### src/rtl/fpi_pkg.sv
`timescale 1ns / 1ps

package fpi_pkg;

   localparam int PIX_FRAC_BITS  = 16;
   localparam int SCALE_FRAC_DEF = 16;

   localparam int RAW_W    = 64;
   localparam int FMT_W    = 3;
   localparam int SCALE_W  = 32;
   localparam int OFFSET_W = 48;
   localparam int PIX_W    = 16;
   localparam int CSR_W    = 48;
   localparam int CSR_IDX_W = 2;

   localparam int F32_MANT_W = 23;
   localparam int F32_EXP_W  = 8;
   localparam int F32_BIAS   = 127;
   localparam int F64_MANT_W = 52;
   localparam int F64_EXP_W  = 11;
   localparam int F64_BIAS   = 1023;

   localparam int MANT_W   = F64_MANT_W + 1;
   localparam int SH_W     = 12;
   localparam int SH_IDX_W = $clog2(RAW_W);
   localparam int MAG_W    = 63;
   localparam int HALF_W   = 32;
   localparam int PROD_W   = MAG_W + SCALE_W;
   localparam int SUM_W    = PROD_W + 2;
   localparam int OFF_W    = OFFSET_W + PIX_FRAC_BITS;

   localparam logic [FMT_W-1:0] FMT_U8  = 3'd0;
   localparam logic [FMT_W-1:0] FMT_I16 = 3'd1;
   localparam logic [FMT_W-1:0] FMT_S32 = 3'd2;
   localparam logic [FMT_W-1:0] FMT_F32 = 3'd3;
   localparam logic [FMT_W-1:0] FMT_F64 = 3'd4;

   localparam logic [CSR_IDX_W-1:0] CSR_FORMAT   = 2'd0;
   localparam logic [CSR_IDX_W-1:0] CSR_UNSIGNED = 2'd1;
   localparam logic [CSR_IDX_W-1:0] CSR_SCALE    = 2'd2;
   localparam logic [CSR_IDX_W-1:0] CSR_OFFSET   = 2'd3;

   localparam logic [FMT_W-1:0]    FORMAT_RST = FMT_I16;
   localparam logic [SCALE_W-1:0]  SCALE_RST  = 32'd65536;
   localparam logic [OFFSET_W-1:0] OFFSET_RST = '0;

   typedef struct packed {
      logic [FMT_W-1:0]    fmt;
      logic                uns;
      logic [SCALE_W-1:0]  scale_mag;
      logic                scale_neg;
      logic [OFFSET_W-1:0] offset;
   } cfg_type;

   typedef struct packed {
      logic [MANT_W-1:0]      mant;
      logic signed [SH_W-1:0] shift;
      logic                   sat;
      logic                   neg;
   } dec_type;

   typedef struct packed {
      logic [MAG_W-1:0] mag;
      logic             neg;
   } mag_type;

   typedef struct packed {
      logic [PROD_W-1:0] prod;
      logic              neg;
   } prod_type;

endpackage

### src/rtl/fpi_accum.sv
`timescale 1ns / 1ps

module fpi_accum #(
   parameter int SCALE_FRAC_BITS = fpi_pkg::SCALE_FRAC_DEF
) (
   input  logic                      clock,
   input  logic                      reset,
   input  fpi_pkg::cfg_type          cfg,
   input  logic                      in_valid,
   output logic                      in_ready,
   input  fpi_pkg::prod_type         in_prod,
   output logic                      out_valid,
   input  logic                      out_ready,
   output logic [fpi_pkg::PIX_W-1:0] out_pixel
);

   localparam int SW = fpi_pkg::SUM_W;
   localparam int PW = fpi_pkg::PIX_W;
   localparam int TOT_SHIFT = fpi_pkg::PIX_FRAC_BITS + SCALE_FRAC_BITS;

   logic en_e, en_f;
   logic v_e_ff, v_f_ff;
   logic [SW-1:0] off_ext, prod_ext, sum_in, sum_ff;
   logic [SW-1:0] amag, q;
   logic          rneg;
   logic [PW-1:0] limit, q16, pix_in, pix_ff;

   assign en_f     = !v_f_ff || out_ready;
   assign en_e     = !v_e_ff || en_f;
   assign in_ready = en_e;

   assign off_ext  = {{(SW-fpi_pkg::OFF_W){cfg.offset[fpi_pkg::OFFSET_W-1]}},
                      cfg.offset, {fpi_pkg::PIX_FRAC_BITS{1'b0}}};
   assign prod_ext = {{(SW-fpi_pkg::PROD_W){1'b0}}, in_prod.prod};
   assign sum_in   = in_prod.neg ? (off_ext - prod_ext) : (off_ext + prod_ext);

   assign rneg  = sum_ff[SW-1];
   assign amag  = rneg ? (~sum_ff + SW'(1)) : sum_ff;
   assign q     = amag >> TOT_SHIFT;
   assign limit = rneg ? PW'(32768) : PW'(32767);
   assign q16   = (q > SW'(limit)) ? limit : q[PW-1:0];
   assign pix_in = rneg ? PW'(~q16 + PW'(1)) : q16;

   always_ff @(posedge clock) begin
      if (reset) begin
         v_e_ff <= 1'b0;
         v_f_ff <= 1'b0;
      end else begin
         if (en_e) begin
            v_e_ff <= in_valid;
         end
         if (en_f) begin
            v_f_ff <= v_e_ff;
         end
      end
   end

   always_ff @(posedge clock) begin
      if (en_e) begin
         sum_ff <= sum_in;
      end
      if (en_f) begin
         pix_ff <= pix_in;
      end
   end

   assign out_valid = v_f_ff;
   assign out_pixel = pix_ff;

   a_sign_kept: assert property (@(posedge clock) disable iff (reset)
      en_f && v_e_ff && !sum_ff[SW-1] |=> !pix_ff[PW-1])
      else $error("non-negative sum produced a negative pixel");

endmodule

### config.mk
export PLATFORM = sky130hd
export DESIGN_NAME = fpi_accum
export DESIGN_NICKNAME = d
export VERILOG_FILES = /design/src/rtl/fpi_pkg.sv /design/src/rtl/fpi_accum.sv
export SDC_FILE = /design/constraint.sdc
export NUM_CORES = 1
export LEC_CHECK = 0
export ABC_AREA = 1
export ABC_CLOCK_PERIOD_IN_PS = 4100
export BUFFER_PORTS_ARGS = -buffer_cell sky130_fd_sc_hd__buf_2
export CORE_UTILIZATION = 35
export DETAILED_ROUTE_END_ITERATION = 16
export GPL_ROUTABILITY_DRIVEN = 0
export SLEW_MARGIN = 20
export SYNTH_ARGS = -nofsm -noshare
export SYNTH_HDL_FRONTEND = slang
export SYNTH_SLANG_ARGS = --single-unit
### constraint.sdc
create_clock -name clock -period 4.1 [get_ports clock]
set_input_delay 0.41 -clock clock [delete_from_list [all_inputs] [get_ports clock]]
set_output_delay 0.41 -clock clock [all_outputs]
set_load 0.01 [all_outputs]
# --- Word-level counts from Yosys, hierarchy flattened ---
# Index checks and enable logic that the tools add are counted.
word_totals:
  word_cells: 20
  out_inout_bits: 18
  register_bits: 115
classes:
  n_bitwise: 2
  addsub: 4
  magnitude_cmp: 1
  mux: 5
  reduce_logical: 4
op_table:
  columns: ["operator", "count"]
  rows:
  - ["2-to-1 mux 97 bit", 2]
  - ["adder 64 x 96 -> 97 bit", 1]
  - ["adder 97 x 1 -> 97 bit, second input constant", 1]
  - ["NOT 97 bit", 1]
  - ["subtractor 64 x 96 -> 97 bit", 1]
  - ["> comparator 65 x 16 -> 1 bit", 1]
  - ["2-to-1 mux 16 bit", 3]
  - ["adder 16 x 1 -> 16 bit, second input constant", 1]
  - ["NOT 16 bit", 1]
  - ["logical NOT 1 bit", 2]
  - ["logical OR 1 bit", 2]

# --- Depth between registers and ports, before layout ---
depth:
  word_depth: 8
  depth_mapped: 31
  mapped_depth_nobuf: 30

# --- Worst setup path after synthesis ---
# OpenSTA, ideal clock, no wires.
synth_path:
  path_kind: "flip-flop to flip-flop"
  start: "register sum_ff[96]"
  end: "register pix_ff[14], in the netlist out_pixel[14] (data pin)"
  required_ns: 3.848
  path_buffers: 6
  synth_period_minus_slack_ns: 4.552
  setup_slack_ns: -0.452
  t_arrival_ns: 4.300
  path_stages_with_launch: 30
  path_cell_list: "edfxtp_1 buf_2 clkbuf_1 clkbuf_1 buf_1 o21ai_0 xnor2_1 ha_1 nand4_1 nor2_1 nand2_1 nor3_1 nand3_1 nor2_1 nand2_1 nor2_2 nand3_2 nand3_2 buf_6 buf_2 nand2_1 inv_1 ha_1 nand2_1 nor2_2 nand3_2 nand2_2 nand2_1 nand2_1 nand2_1"
synth_between:
  elab_chain_cells: 8
  elab_cells_between_ends: 9
  classes_between: "2 x add/sub; 1 x order compare; 4 x mux; 2 x bitwise"
synth_rtl:
  columns: ["element", "line_no", "text"]
  rows:
  - ["start: declaration", "fpi_accum.sv:23", "logic [SW-1:0] off_ext, prod_ext, sum_in, sum_ff;"]
  - ["start signal: assignment", "fpi_accum.sv:60", "sum_ff <= sum_in;"]
  - ["NOT 97 bit", "fpi_accum.sv:38", "assign amag = rneg ? (~sum_ff + SW'(1)) : sum_ff;"]
  - ["adder 97 x 1 -> 97 bit", "fpi_accum.sv:38", null]
  - ["2-to-1 mux 97 bit", "fpi_accum.sv:38", null]
  - ["> comparator 65 x 16 -> 1 bit", "fpi_accum.sv:41", "assign q16 = (q > SW'(limit)) ? limit : q[PW-1:0];"]
  - ["2-to-1 mux 16 bit", "fpi_accum.sv:41", null]
  - ["NOT 16 bit", "fpi_accum.sv:42", "assign pix_in = rneg ? PW'(~q16 + PW'(1)) : q16;"]
  - ["adder 16 x 1 -> 16 bit", "fpi_accum.sv:42", null]
  - ["2-to-1 mux 16 bit (*)", "fpi_accum.sv:42", null]
  - ["via pix_in[14]", "fpi_accum.sv:26", "logic [PW-1:0] limit, q16, pix_in, pix_ff;"]
  - ["end signal: assignment", "fpi_accum.sv:63", "pix_ff <= pix_in;"]
  - ["end: declaration", "fpi_accum.sv:26", null]
# The timed path passes the listed nets; every way through them passes the cells marked *.
# A chain may end at the register's enable or synchronous reset.

# --- Worst setup path after layout ---
layout_path:
  start: "register sum_ff[16]"
  end: "register pix_ff[14], in the netlist out_pixel[14] (data pin)"
layout_between:
  elab_chain_cells: 8
layout_rtl:
  columns: ["element", "line_no"]
  rows:
  - ["NOT 97 bit (*)", "fpi_accum.sv:38"]
  - ["adder 97 x 1 -> 97 bit (*)", "fpi_accum.sv:38"]
  - ["2-to-1 mux 97 bit (*)", "fpi_accum.sv:38"]
  - ["> comparator 65 x 16 -> 1 bit", "fpi_accum.sv:41"]
  - ["2-to-1 mux 16 bit (*)", "fpi_accum.sv:41"]
  - ["NOT 16 bit", "fpi_accum.sv:42"]
  - ["adder 16 x 1 -> 16 bit", "fpi_accum.sv:42"]
  - ["2-to-1 mux 16 bit (*)", "fpi_accum.sv:42"]
  - ["via pix_in[14]", "fpi_accum.sv:26"]
# Marked as above.

==> run_results.csv <==
group,metric,value,unit
cts,cts.clk_slew.worst_paths,0.06,ns
cts,clockRootBuffer,"clkbuf_16",
setup_path,r2r-start,"sum_ff[16]",
setup_path,r2r_slack,0.15,ns
die,dieArea,60000,um2
drt,antenna_left,0,
die,die_h,245,um
cts,clock_path_buffers,2,
drt,drtIter0Drc,2322,
hold_path,hp-class,"in2reg",
die,floorplan.initialDensity,35.6,%
yosys,yosys_warnings,0,
yosys,synth_mux_area_share,0.539,%
global_route,grt_max_degree,99,
sta,fin_crit,3.95,ns
setup_path,timing.rr.end,"out_pixel[14]",
final_layout,n_fill_cell,6436,
drt,wl_per_cell,16.8,um
cts,clk_latency,0.44,ns
cts,cts_num_sinks,115,
sta,hold_viol,0,
die,rows,88,
final_layout,final_cells,4629,
drt,vias_per_cell,5.13,
final_layout,final_core_util,41.5,%
sta,skew,0.0230,ns
yosys,synth-simple-area-share,33.8,%
cts,numCtsBuffers,17,
setup_path,max_stage_delay,0.41,ns
setup_path,path_class,"reg2reg",
die,core_area,58000,um2
die,ios,203,
yosys,synth_edf_count,113,
setup_path,cp_max_fo,5,
power,leakagePower,11.3,nW
final_layout,final_layout_size_suffix_gt1_share,11.8,%
drt,vias,23700,
global_route,overflow,0,
yosys,ys.flop_type,"edfxtp_1",
global_route,grt_pass1_vias,21900,
final_layout,finalNetCount,4209,
job,drv_cap,0,
drt,drc_errors,0,
cts,cts_tree,"done",
yosys,syn-num-nets,3971,
yosys,synth_compound_area_share,19.2,%
power,p_per_area,291,nW/um2
sta,min_period_over_period,96.2,%
sta,tightest_slew,0.838,ns
yosys,netlist_instances,3612,
yosys,yosysSeqAreaShare,16.6,%
setup_path,crit_slowest_cell,"edfxtp_1",
setup_path,worstSetupEndpointType,"flop",
drt,drt_first_pass_iters,6,
yosys,yosys.area_share.adder,10.6,%
yosys,synth_xor_area_share,4.75,%
yosys,syn_area_per_cell,5.72,um2
hold_path,hold_end,"out_valid",
setup_path,arrival,4.13,ns
drt,wirelength,77800,um
sta,setup_viol,0,
hold_path,hold_depth,2,
final_layout,area_growth,16.4,%
global_route,antenna_found_initial,2,
cts,htree_levels,4,
power,ir_drop,256,uV
yosys,synth_top_family_by_area,"simple AND/OR/NAND/NOR gates",
yosys,synth.distinct_cells,62,
sta,fmax,0.253,GHz
yosys,synthArstFlopShare,0,%
status,status,"finished clean",
sta,slew_violations,0,
sta,rsz0062_at_grt,"yes",
placement,io_buffers,165,
sta,max-slew-margin-rel,44.1,%
hold_path,min-delay-start,"reset",
yosys,ys_ff_latch,115,
die,die_w,245,um
placement,dp.cells,4583,
setup_path,worst_ep_required_time,4.28,ns
setup_path,critPathLaunchType,"flop",
global_route,grt_usage,25.1,%
power,fin_total_pwr,6.99,mW
yosys,syn_area,20700,um2
setup_path,r2r_cells,28,
global_route,grt_pass1_wl,119000,um
sta,setup_tns,0,ns
placement,hpwl,66900,um
cells by family after synthesis:
| group | count (synthesis) |
|---|---|
| compound gates | 717 |
| xor+xnor | 112 |
| fa+ha+maj | 174 |
| buf+inv | 789 |
| flops | 115 |
| mux | 11 |
| simple gates | 1694 |
flip-flops by register name, summed over array words and instances, names as in the netlist:
name       count
out_pixel     16
out_valid      1
sum_ff        97
v_e_ff         1
where the power goes:
part / switching (mW) / leakage, nW / internal (mW)
clock: 0.576 / 0.296 / 0.961
combinational: 2.32 / 9.83 / 1.26
sequential: 0.260 / 1.21 / 1.61
total: 3.16 / 11.3 / 3.83
Yosys cell counts, types with 12 or more instances:
cell,n,area [um2]
xnor2_1,19,166
clkbuf_1,62,233
o21a_1,29,218
ha_1,173,2160
nand3b_1,36,270
nand2_1,731,2740
a31oi_1,40,250
nor2_2,24,150
o21ai_1,14,70.1
nor3_1,44,220
inv_1,700,2630
o21bai_1,12,90.1
nand3_1,123,616
nand4_1,22,138
nor2_1,670,2510
o21ai_0,216,1080
a21oi_1,334,1670
xor2_1,93,815
edfxtp_1,113,3390
per-stage QoR:
step                      hold WS (ns)  setup WS (ns)  cell area [um2]
after global placement           0.473        -0.0410            23100
after global routing             0.147         -0.172            24100
after CTS                        0.126        0.00268            23700
after floorplan                  0.424        0.00639            20700
final                            0.138          0.154            24100
after detailed placement         0.480         -0.138            23100
worst max-delay path by stage:
stage | cells past startpoint | endpoint | from | slack (ns)
floorplan | 29 | out_pixel[14] | sum_ff[96] | 0.006
global placement | 27 | out_pixel[14] | sum_ff[1] | -0.04
detailed placement | 27 | out_pixel[14] | sum_ff[1] | -0.14
CTS | 28 | out_pixel[6] | sum_ff[1] | 0.003
global route | 30 | out_pixel[14] | sum_ff[19] | -0.17
finish | 28 | out_pixel[14] | sum_ff[16] | 0.15
metal layers:
metal  global-route usage, %  up-vias  wire [um]
li1                        -    12000          -
met1                    34.2    10700      34900
met2                    41.8      918      35100
met3                    2.24      157       5160
met4                    7.92        2       2590
met5                       0        -         50
cell usage in the layout, fill, tap and decap left out, types with 36 or more instances in the layout:
cell	netlist	routed
nor2_1	670	638
ha_1	173	172
nand2_1	731	719
inv_1	700	698
a21oi_1	334	334
nand3b_1	36	36
edfxtp_1	113	113
xor2_1	93	93
nor3_1	44	41
buf_4	0	132
nand3_1	123	121
nor2_2	24	48
buf_2	9	165
a31oi_1	40	40
o21ai_0	216	213
worst max-delay path, delay by kind of cell (launching register included):
kind                     cells  cell delay [ns]
adder cells (fa/ha/maj)      2             0.50
XOR/XNOR                     1             0.11
AO/OA/AOI/OAI                2             0.34
AND/OR/NAND/NOR             18             1.81
flip-flops                   1             0.41
buffers and inverters        5             0.50
area by class of cell:
class | count | area [um2] | area share, %
Antenna cell | 1 | 2.50 | 0.0104
Timing Repair Buffer | 303 | 1910 | 7.94
Multi-Input combinational cell | 2708 | 14500 | 60.3
Sequential cell | 115 | 3430 | 14.3
Clock buffer | 17 | 425 | 1.77
Clock inverter | 15 | 181 | 0.754
Inverter | 705 | 2650 | 11.0
Tap cell | 765 | 957 | 3.98
repair_timing:
| action | in CTS | in global routing |
|---|---|---|
| resized for setup | 8 | 69 |
| pin swaps | 0 | 38 |
| cloned | 0 | 0 |
| setup endpoints to repair | 8 | 15 |
| buffers inserted | 0 | 13 |
| hold buffers | 0 | 0 |
(Power assumes the default switching activity.)
