==> config.mk <==
export PLATFORM = sky130hd
export DESIGN_NAME = fpi_decode
export DESIGN_NICKNAME = d
export VERILOG_FILES = /design/src/rtl/fpi_pkg.sv /design/src/rtl/fpi_decode.sv
export SDC_FILE = /design/constraint.sdc
export NUM_CORES = 1
export LEC_CHECK = 0
export CAP_MARGIN = 20
export CORE_MARGIN = 1
export CORE_UTILIZATION = 46
export DETAILED_ROUTE_END_ITERATION = 12
export DONT_BUFFER_PORTS = 1
export GPL_ROUTABILITY_DRIVEN = 0
export GPL_TIMING_DRIVEN = 0
export PLACE_DENSITY_LB_ADDON = 0.25
export SYNTH_ARGS = -nofsm -noshare
export SYNTH_HDL_FRONTEND = slang
export SYNTH_SLANG_ARGS = --single-unit
==> constraint.sdc <==
create_clock -name clock -period 5.6 [get_ports clock]
set_input_delay 0.84 -clock clock [delete_from_list [all_inputs] [get_ports clock]]
set_output_delay 0.84 -clock clock [all_outputs]
set_load 0.02 [all_outputs]
==> src/rtl/fpi_pkg.sv <==
`timescale 1ns / 1ps

package fpi_pkg;

   localparam int PIX_FRAC_BITS  = 16;
   localparam int SCALE_FRAC_DEF = 16;

   localparam int RAW_W    = 64;
   localparam int FMT_W    = 3;
   localparam int SCALE_W  = 32;
   localparam int OFFSET_W = 48;
   localparam int PIX_W    = 16;
   localparam int CSR_W    = 48;
   localparam int CSR_IDX_W = 2;

   localparam int F32_MANT_W = 23;
   localparam int F32_EXP_W  = 8;
   localparam int F32_BIAS   = 127;
   localparam int F64_MANT_W = 52;
   localparam int F64_EXP_W  = 11;
   localparam int F64_BIAS   = 1023;

   localparam int MANT_W   = F64_MANT_W + 1;
   localparam int SH_W     = 12;
   localparam int SH_IDX_W = $clog2(RAW_W);
   localparam int MAG_W    = 63;
   localparam int HALF_W   = 32;
   localparam int PROD_W   = MAG_W + SCALE_W;
   localparam int SUM_W    = PROD_W + 2;
   localparam int OFF_W    = OFFSET_W + PIX_FRAC_BITS;

   localparam logic [FMT_W-1:0] FMT_U8  = 3'd0;
   localparam logic [FMT_W-1:0] FMT_I16 = 3'd1;
   localparam logic [FMT_W-1:0] FMT_S32 = 3'd2;
   localparam logic [FMT_W-1:0] FMT_F32 = 3'd3;
   localparam logic [FMT_W-1:0] FMT_F64 = 3'd4;

   localparam logic [CSR_IDX_W-1:0] CSR_FORMAT   = 2'd0;
   localparam logic [CSR_IDX_W-1:0] CSR_UNSIGNED = 2'd1;
   localparam logic [CSR_IDX_W-1:0] CSR_SCALE    = 2'd2;
   localparam logic [CSR_IDX_W-1:0] CSR_OFFSET   = 2'd3;

   localparam logic [FMT_W-1:0]    FORMAT_RST = FMT_I16;
   localparam logic [SCALE_W-1:0]  SCALE_RST  = 32'd65536;
   localparam logic [OFFSET_W-1:0] OFFSET_RST = '0;

   typedef struct packed {
      logic [FMT_W-1:0]    fmt;
      logic                uns;
      logic [SCALE_W-1:0]  scale_mag;
      logic                scale_neg;
      logic [OFFSET_W-1:0] offset;
   } cfg_type;

   typedef struct packed {
      logic [MANT_W-1:0]      mant;
      logic signed [SH_W-1:0] shift;
      logic                   sat;
      logic                   neg;
   } dec_type;

   typedef struct packed {
      logic [MAG_W-1:0] mag;
      logic             neg;
   } mag_type;

   typedef struct packed {
      logic [PROD_W-1:0] prod;
      logic              neg;
   } prod_type;

endpackage

==> src/rtl/fpi_decode.sv <==
`timescale 1ns / 1ps

module fpi_decode (
   input  logic                        clock,
   input  logic                        reset,
   input  fpi_pkg::cfg_type            cfg,
   input  logic                        in_valid,
   output logic                        in_ready,
   input  logic [fpi_pkg::RAW_W-1:0]   in_raw,
   output logic                        out_valid,
   input  logic                        out_ready,
   output fpi_pkg::mag_type            out_mag
);

   localparam int WIDE_W = 2 * fpi_pkg::RAW_W;

   logic en_a, en_b;
   logic v_a_ff, v_b_ff;
   fpi_pkg::dec_type dec_in, dec_ff;
   fpi_pkg::mag_type mag_in, mag_ff;

   logic [fpi_pkg::F32_EXP_W-1:0]  f32_exp, f32_ee;
   logic [fpi_pkg::F32_MANT_W-1:0] f32_man;
   logic [fpi_pkg::F64_EXP_W-1:0]  f64_exp, f64_ee;
   logic [fpi_pkg::F64_MANT_W-1:0] f64_man;
   logic signed [fpi_pkg::SH_W-1:0] f32_sh, f64_sh;
   logic [fpi_pkg::MANT_W-1:0]     f32_m, f64_m;
   logic [15:0]                    b16;
   logic [31:0]                    b32;

   logic [WIDE_W-1:0]              wide;
   logic [fpi_pkg::SH_W-1:0]       nsh;

   assign en_b     = !v_b_ff || out_ready;
   assign en_a     = !v_a_ff || en_b;
   assign in_ready = en_a;

   assign f32_exp = in_raw[fpi_pkg::F32_MANT_W +: fpi_pkg::F32_EXP_W];
   assign f32_man = in_raw[fpi_pkg::F32_MANT_W-1:0];
   assign f64_exp = in_raw[fpi_pkg::F64_MANT_W +: fpi_pkg::F64_EXP_W];
   assign f64_man = in_raw[fpi_pkg::F64_MANT_W-1:0];
   assign f32_ee  = (f32_exp == '0) ? fpi_pkg::F32_EXP_W'(1) : f32_exp;
   assign f64_ee  = (f64_exp == '0) ? fpi_pkg::F64_EXP_W'(1) : f64_exp;
   assign f32_sh  = $signed({{(fpi_pkg::SH_W-fpi_pkg::F32_EXP_W){1'b0}}, f32_ee})
                    - fpi_pkg::SH_W'(fpi_pkg::F32_BIAS + fpi_pkg::F32_MANT_W
                                     - fpi_pkg::PIX_FRAC_BITS);
   assign f64_sh  = $signed({{(fpi_pkg::SH_W-fpi_pkg::F64_EXP_W){1'b0}}, f64_ee})
                    - fpi_pkg::SH_W'(fpi_pkg::F64_BIAS + fpi_pkg::F64_MANT_W
                                     - fpi_pkg::PIX_FRAC_BITS);
   assign f32_m   = fpi_pkg::MANT_W'({(f32_exp != '0), f32_man});
   assign f64_m   = {(f64_exp != '0), f64_man};
   assign b16     = in_raw[15:0];
   assign b32     = in_raw[31:0];

   always_comb begin
      dec_in       = '0;
      dec_in.shift = fpi_pkg::SH_W'(fpi_pkg::PIX_FRAC_BITS);
      case (cfg.fmt)
         fpi_pkg::FMT_U8: begin
            dec_in.mant = fpi_pkg::MANT_W'(in_raw[7:0]);
         end
         fpi_pkg::FMT_I16: begin
            if (!cfg.uns && b16[15]) begin
               dec_in.neg  = 1'b1;
               dec_in.mant = fpi_pkg::MANT_W'(16'(~b16 + 16'd1));
            end else begin
               dec_in.mant = fpi_pkg::MANT_W'(b16);
            end
         end
         fpi_pkg::FMT_S32: begin
            if (b32[31]) begin
               dec_in.neg  = 1'b1;
               dec_in.mant = fpi_pkg::MANT_W'(32'(~b32 + 32'd1));
            end else begin
               dec_in.mant = fpi_pkg::MANT_W'(b32);
            end
         end
         fpi_pkg::FMT_F32: begin
            if (f32_exp == '1) begin
               if (f32_man == '0) begin
                  dec_in.sat = 1'b1;
                  dec_in.neg = in_raw[31];
               end
            end else begin
               dec_in.mant  = f32_m;
               dec_in.shift = f32_sh;
               dec_in.neg   = in_raw[31] && (f32_m != '0);
            end
         end
         fpi_pkg::FMT_F64: begin
            if (f64_exp == '1) begin
               if (f64_man == '0) begin
                  dec_in.sat = 1'b1;
                  dec_in.neg = in_raw[fpi_pkg::RAW_W-1];
               end
            end else begin
               dec_in.mant  = f64_m;
               dec_in.shift = f64_sh;
               dec_in.neg   = in_raw[fpi_pkg::RAW_W-1] && (f64_m != '0);
            end
         end
         default: begin
            dec_in.mant = '0;
         end
      endcase
   end

   assign wide = {{(WIDE_W-fpi_pkg::MANT_W){1'b0}}, dec_ff.mant}
                 << dec_ff.shift[fpi_pkg::SH_IDX_W-1:0];
   assign nsh  = fpi_pkg::SH_W'(-dec_ff.shift);

   always_comb begin
      mag_in.neg = dec_ff.neg;
      if (dec_ff.sat) begin
         mag_in.mag = '1;
      end else if (!dec_ff.shift[fpi_pkg::SH_W-1]) begin
         if (($unsigned(dec_ff.shift) >= fpi_pkg::SH_W'(fpi_pkg::MAG_W))
             || (|wide[WIDE_W-1:fpi_pkg::MAG_W])) begin
            mag_in.mag = '1;
         end else begin
            mag_in.mag = wide[fpi_pkg::MAG_W-1:0];
         end
      end else if (nsh >= fpi_pkg::SH_W'(fpi_pkg::RAW_W)) begin
         mag_in.mag = '0;
      end else begin
         mag_in.mag = fpi_pkg::MAG_W'(dec_ff.mant >> nsh[fpi_pkg::SH_IDX_W-1:0]);
      end
   end

   always_ff @(posedge clock) begin
      if (reset) begin
         v_a_ff <= 1'b0;
         v_b_ff <= 1'b0;
      end else begin
         if (en_a) begin
            v_a_ff <= in_valid;
         end
         if (en_b) begin
            v_b_ff <= v_a_ff;
         end
      end
   end

   always_ff @(posedge clock) begin
      if (en_a) begin
         dec_ff <= dec_in;
      end
      if (en_b) begin
         mag_ff <= mag_in;
      end
   end

   assign out_valid = v_b_ff;
   assign out_mag   = mag_ff;

   a_sat_full: assert property (@(posedge clock) disable iff (reset)
      en_b && v_a_ff && dec_ff.sat |=> mag_ff.mag == '1)
      else $error("saturated float did not give full-scale magnitude");

endmodule

* After elaboration in Yosys (flattened, before gate mapping) *
Index checks and enable logic that the tools add are counted.

word-level totals
  flip-flop bits (word level) = 133
  input port bits = 153
  output and inout port bits = 66
  logic and storage cells = 64

operators by class
  $add $sub $neg = 5
  order comparisons = 2
  equality and inequality tests = 6
  shift-type cells = 2
  muxes and demuxes = 20
  bitwise gates (word level) = 2
  reductions and logical operators = 19

operators with widths
  operator                                               number
  case mux 53 bit (5 select lines)                       1
  2-to-1 mux 63 bit                                      3
  << shifter 53 x 6 -> 128 bit                           1
  nonzero test 53 bit                                    2
  2-to-1 mux 65 bit                                      1
  OR reduction 65 bit                                    1
  right shift 53 x 6 -> 63 bit                           1
  logical NOT 52 bit                                     1
  2-to-1 mux 36 bit                                      1
  adder 32 x 1 -> 32 bit (second input constant)         1
  2-to-1 mux 32 bit                                      1
  inverter 32 bit                                        1
  case mux 13 bit (2 select lines)                       1
  logical NOT 23 bit                                     1
  adder 16 x 1 -> 16 bit (second input constant)         1
  2-to-1 mux 16 bit                                      1
  inverter 16 bit                                        1
  >= comparator 12 x 6 -> 1 bit (second input constant)  1
  >= comparator 12 x 7 -> 1 bit (second input constant)  1
  negator 12 bit                                         1
  subtractor 11 x 11 -> 12 bit (second input constant)   1
  == test 11 bit (second input constant)                 1
  logical NOT 11 bit                                     1
  2-to-1 mux 11 bit                                      1
  other kinds (16)                                       29

* Logic depth before layout (Yosys ltp) *
  depth in word-level cells = 5
  depth in mapped cells = 17
  depth with buffers taken out = 10

* Least setup slack after synthesis *
OpenSTA, ideal clock, no wires.

  kind = flip-flop to flip-flop
  start = register dec_ff[3] (netlist name)
  end = register mag_ff (netlist bit out_mag[42]) (data pin)
  library setup time = 0.152 ns
  data arrival time = 3.929 ns
  required time = 5.448 ns
  slack = 1.519 ns
  cell stages (with the launch flop) = 16
  path buffers = 5
  clock period less this slack = 4.081 ns
  cell sequence = edfxtp_1 > buf_2 > buf_2 > buf_2 > buf_2 > inv_1 > ha_1 > or3b_2 > or4b_2 > a211oi_1 > nand2b_1 > clkbuf_1 > nor2_1 > a32o_1 > a21oi_1 > o21ai_0

between the ends
  cells in the longest elaborated chain, start to end = 5
  elaborated cells on any way between the ends = 10
  classes of those cells = 1 x add/sub; 2 x order compare; 2 x shift; 3 x mux; 2 x reduce/logical

RTL lines
  what                                                    RTL line           RTL
  start, declared                                         fpi_decode.sv:19   fpi_pkg::dec_type dec_in, dec_ff;
  start signal, assigned                                  fpi_decode.sv:146  dec_ff <= dec_in;
  branches (longest 4 deep; another with negator 12 bit)  --
  2-to-1 mux 63 bit (*)                                   fpi_decode.sv:116  end else if (!dec_ff.shift[fpi_pkg::SH_W-1]) begin
  end signal, assigned                                    fpi_decode.sv:149  mag_ff <= mag_in;
  end, declared                                           fpi_decode.sv:20   fpi_pkg::mag_type mag_in, mag_ff;

Every way passes the cells marked *.
A chain may end at the register's enable or synchronous reset.

* Worst setup path in the final report *
  start = register dec_ff[3] (netlist name)
  end = register mag_ff (netlist bit out_mag[26]) (data pin)

The elaborated chain is that of the path after synthesis.

==> impl_metrics.env <==
export IMPL_crit_start="dec_ff[3]$_DFFE_PP_"
export IMPL_hold_viol=0
export IMPL_synthTopCellsByArea="edfxtp_1 28%, mux4_2 17%, mux2i_1 7.1%"
export IMPL_drive_above_1_share_pct=15.4
export IMPL_dp_hpwl_mm=41.2
export IMPL_fmax_ghz=0.183
export IMPL_grtUsageTotal_pct=35.0
export IMPL_clk_insertion_delay_late_ns=0.44
export IMPL_worstReg2RegStart="dec_ff[3]$_DFFE_PP_"
export IMPL_final_cell_mix="183 x nand2_1, 131 x edfxtp_1, 124 x nor2_1, 123 x o21ai_0, 103 x mux4_2"
export IMPL_hold_end="out_mag[0]$_DFFE_PP_"
export IMPL_post_synth_top_area_fraction_pct=28.3
export IMPL_maxCapViolCount=0
export IMPL_pwr_share_clk_pct=28.1
export IMPL_relSlewSlack_pct=27.6
export IMPL_dpl_cell_area_um2=14400
export IMPL_ys_types=74
export IMPL_synthAdderAreaFrac_pct=0.540
export IMPL_async_reset_ff_share_pct=0
export IMPL_syn_area_um2=13900
export IMPL_min_delay_start="dec_ff[0]$_DFFE_PP_"
export IMPL_antenna_found_initial=0
export IMPL_cts_hold_buf=0
export IMPL_final_common_cell="nand2_1"
export IMPL_ff2ff_path_depth=15
export IMPL_dr_max_layer_used="met4"
export IMPL_final_fill_count=2713
export IMPL_syn_num_nets=1656
export IMPL_areaGrowthSynthToFinish_pct=7.92
export IMPL_fp_dieArea_um2=30900
export IMPL_synth_xor_area_share_pct=1.26
export IMPL_cp_start_kind="flop"
export IMPL_tns_ns=0
export IMPL_antenna_left=0
export IMPL_dr_wl_met3_mm=7.50
export IMPL_grt_overflow=0
export IMPL_tightestPinTransition_ns=1.08
export IMPL_synth_top_area_cell="edfxtp_1"
export IMPL_ys_flop_type="edfxtp_1"
export IMPL_clock_path_buffers=2
export IMPL_p_comb_share_pct=36.0
export IMPL_num_vias=14099
export IMPL_route_met2_wl_mm=23.0
export IMPL_ios=219
export IMPL_ys_seq_elements=133
export IMPL_setup_violations=0
export IMPL_drtPass1Iterations=9
export IMPL_clock_sinks=133
export IMPL_yosys_warnings=0
export IMPL_vias_per_cell=7.34
export IMPL_seq_power_share_pct=35.9
export IMPL_maxSlewViolCount=0
export IMPL_drc=0
export IMPL_critPathCaptureType="flop"
export IMPL_crit_arrival_ns=5.72
export IMPL_die_w_um=176
export IMPL_detail_route_wl_per_cell_um=28.3
export IMPL_period_minus_slack_ns=5.46
export IMPL_grt_pass1_wl_mm=81.7
export IMPL_avgSynthCellArea_um2=9.29
export IMPL_cp_max_fo=10
export IMPL_postSynthCellCount=1497
export IMPL_design_area_um2=15000
export IMPL_wirelength_mm=54.3
export IMPL_power_leakage_nw=4.90
export IMPL_rsz0062_at_grt="false"
export IMPL_yosys_area_share_simple_pct=17.2
export IMPL_finalPower_mw=4.09
export IMPL_rows=63
export IMPL_min_period_over_period_pct=97.5
export IMPL_antennaDiodeCount=0
export IMPL_p_int_mw=2.43
export IMPL_finClkSkew_ns=0.0132
export IMPL_swShare_pct=40.7
export IMPL_design_core_area_um2=29700
export IMPL_start_util_pct=46.8
export IMPL_fin_nets=1676
export IMPL_worst_r2r_endpoint="out_mag[26]$_SDFFCE_PP1P_"
export IMPL_holdPathStages=0
export IMPL_powerDensity_nw_per_um2=273
export IMPL_ys_seq_area_share_pct=28.6
export IMPL_synth_mux_area_share_pct=28.4
export IMPL_cts_tree="done"
export IMPL_portBuffers=0
export IMPL_r2r_slack_ns=0.14
export IMPL_h_tree_depth=4
export IMPL_synth_top_family_by_area="multiplexers"
export IMPL_synth_compound_area_share_pct=19.4
export IMPL_hold_class="reg -> reg"
export IMPL_wl_met1_mm=20.4
export IMPL_drtIter0Drc=2453
export IMPL_die_y_um=176
export IMPL_root_buffer="clkbuf_16"
export IMPL_cp_required_ns=5.86
export IMPL_post_cts_buffers=0
export IMPL_power_switching_mw=1.67
export IMPL_grt_max_degree=69
export IMPL_worstSetupPathType="reg -> reg"
export IMPL_synth_edf_count=131
export IMPL_grt_pass1_vias=13062
export IMPL_ir_drop_mv=0.220
export IMPL_clk_transition_reported_paths_ns=0.07
export IMPL_status="finished clean"
export IMPL_numCtsBuffers=17
==> worst max-delay path, cell delays in order (launching register included) <==
cell and delay, ns:
edfxtp_1 0.34, buf_2 0.19, buf_2 0.29, buf_2 0.32, buf_2 0.34, inv_1 0.22, ha_1 0.32, clkbuf_1 0.23
buf_1 0.47, clkbuf_1 0.54, a211oi_1 0.16, a21oi_1 0.37, nand2_1 0.28, mux2i_1 0.68, a21oi_1 0.28, o221ai_1 0.24
==> registers in the layout, summed over array words and instances (netlist names) <==
name	count
out_mag	64
dec_ff	67
v_a_ff	1
out_valid	1
==> final cells by class <==
cell class | count | area, µm² | share of cell area (%)
Tap cell | 390 | 488 | 3.25
Clock inverter | 14 | 151 | 1.01
Multi-Input combinational cell | 1208 | 9310 | 62.0
Sequential cell | 133 | 3970 | 26.5
Buffer | 131 | 546 | 3.63
Inverter | 25 | 93.8 | 0.625
Clock buffer | 18 | 429 | 2.86
Timing Repair Buffer | 1 | 20.0 | 0.133
==> cell usage after synthesis (all sizes together), types with 20 or more instances <==
master  number
mux4       103
clkbuf      84
o21ai      123
inv         23
nor2       124
buf         47
o31ai       22
mux2i       99
nand3       21
nand2      184
o22ai       27
a21oi       86
edfxtp     131
and2        31
nand2b      20
nor3        33
mux2        57
==> worst max path at each step <==
| stage | endpoint | slack, ns | cells past startpoint |
|---|---|---|---|
| 2_1_floorplan | out_mag[42]$_SDFFCE_PP1P_ | 1.52 | 15 |
| 3_3_place_gp | out_mag[40]$_SDFFCE_PP1P_ | 0.21 | 14 |
| 3_5_place_dp | out_mag[40]$_SDFFCE_PP1P_ | 0.17 | 14 |
| 4_1_cts | out_mag[40]$_SDFFCE_PP1P_ | 0.16 | 14 |
| 5_1_grt | out_mag[23]$_SDFFCE_PP1P_ | 0.01 | 16 |
| 6_report | out_mag[26]$_SDFFCE_PP1P_ | 0.14 | 15 |
==> cells by family after synthesis <==
| group | after synthesis |
|---|---|
| AND/OR/NAND/NOR | 506 |
| AO/OA/AOI/OAI | 417 |
| multiplexers | 259 |
| buffers and inverters | 156 |
| flip-flops | 133 |
| XOR/XNOR | 20 |
| adder cells (fa/ha/maj) | 6 |
==> power by group through the flow <==
stage / logic [mW] / registers, mW / clock network [mW]
finish: 1.47 / 1.47 / 1.15
CTS: 1.37 / 1.47 / 1.15
global route: 1.53 / 1.48 / 1.19
detailed placement: 1.36 / 1.49 / 0
floorplan: 0.975 / 1.43 / 0
global placement: 1.35 / 1.48 / 0
==> per-layer routing <==
layer,up-vias,track usage [%]
li1,5897,-
met1,6525,46.0
met2,1395,53.3
met3,282,9.65
met4,0,17.0
met5,-,0
==> per-stage QoR <==
step / worst slack (ns) / hold WS (ns) / utilization, % / std cells
after floorplan: 1.52 / 0.400 / - / 1497
after global placement: 0.207 / 0.406 / 48.4 / 1887
after detailed placement: 0.165 / 0.424 / 48.5 / 1888
after CTS: 0.161 / 0.439 / 50.5 / 1920
after global routing: 0.0142 / 0.442 / 50.5 / 1920
final: 0.142 / 0.439 / 50.5 / 1920
==> what timing repair did <==
item / CTS / global route
setup endpoints to repair: 0 / 14
hold endpoints to repair: 0 / 0
gates resized for setup: 0 / 1
(Power assumes the default switching activity.)
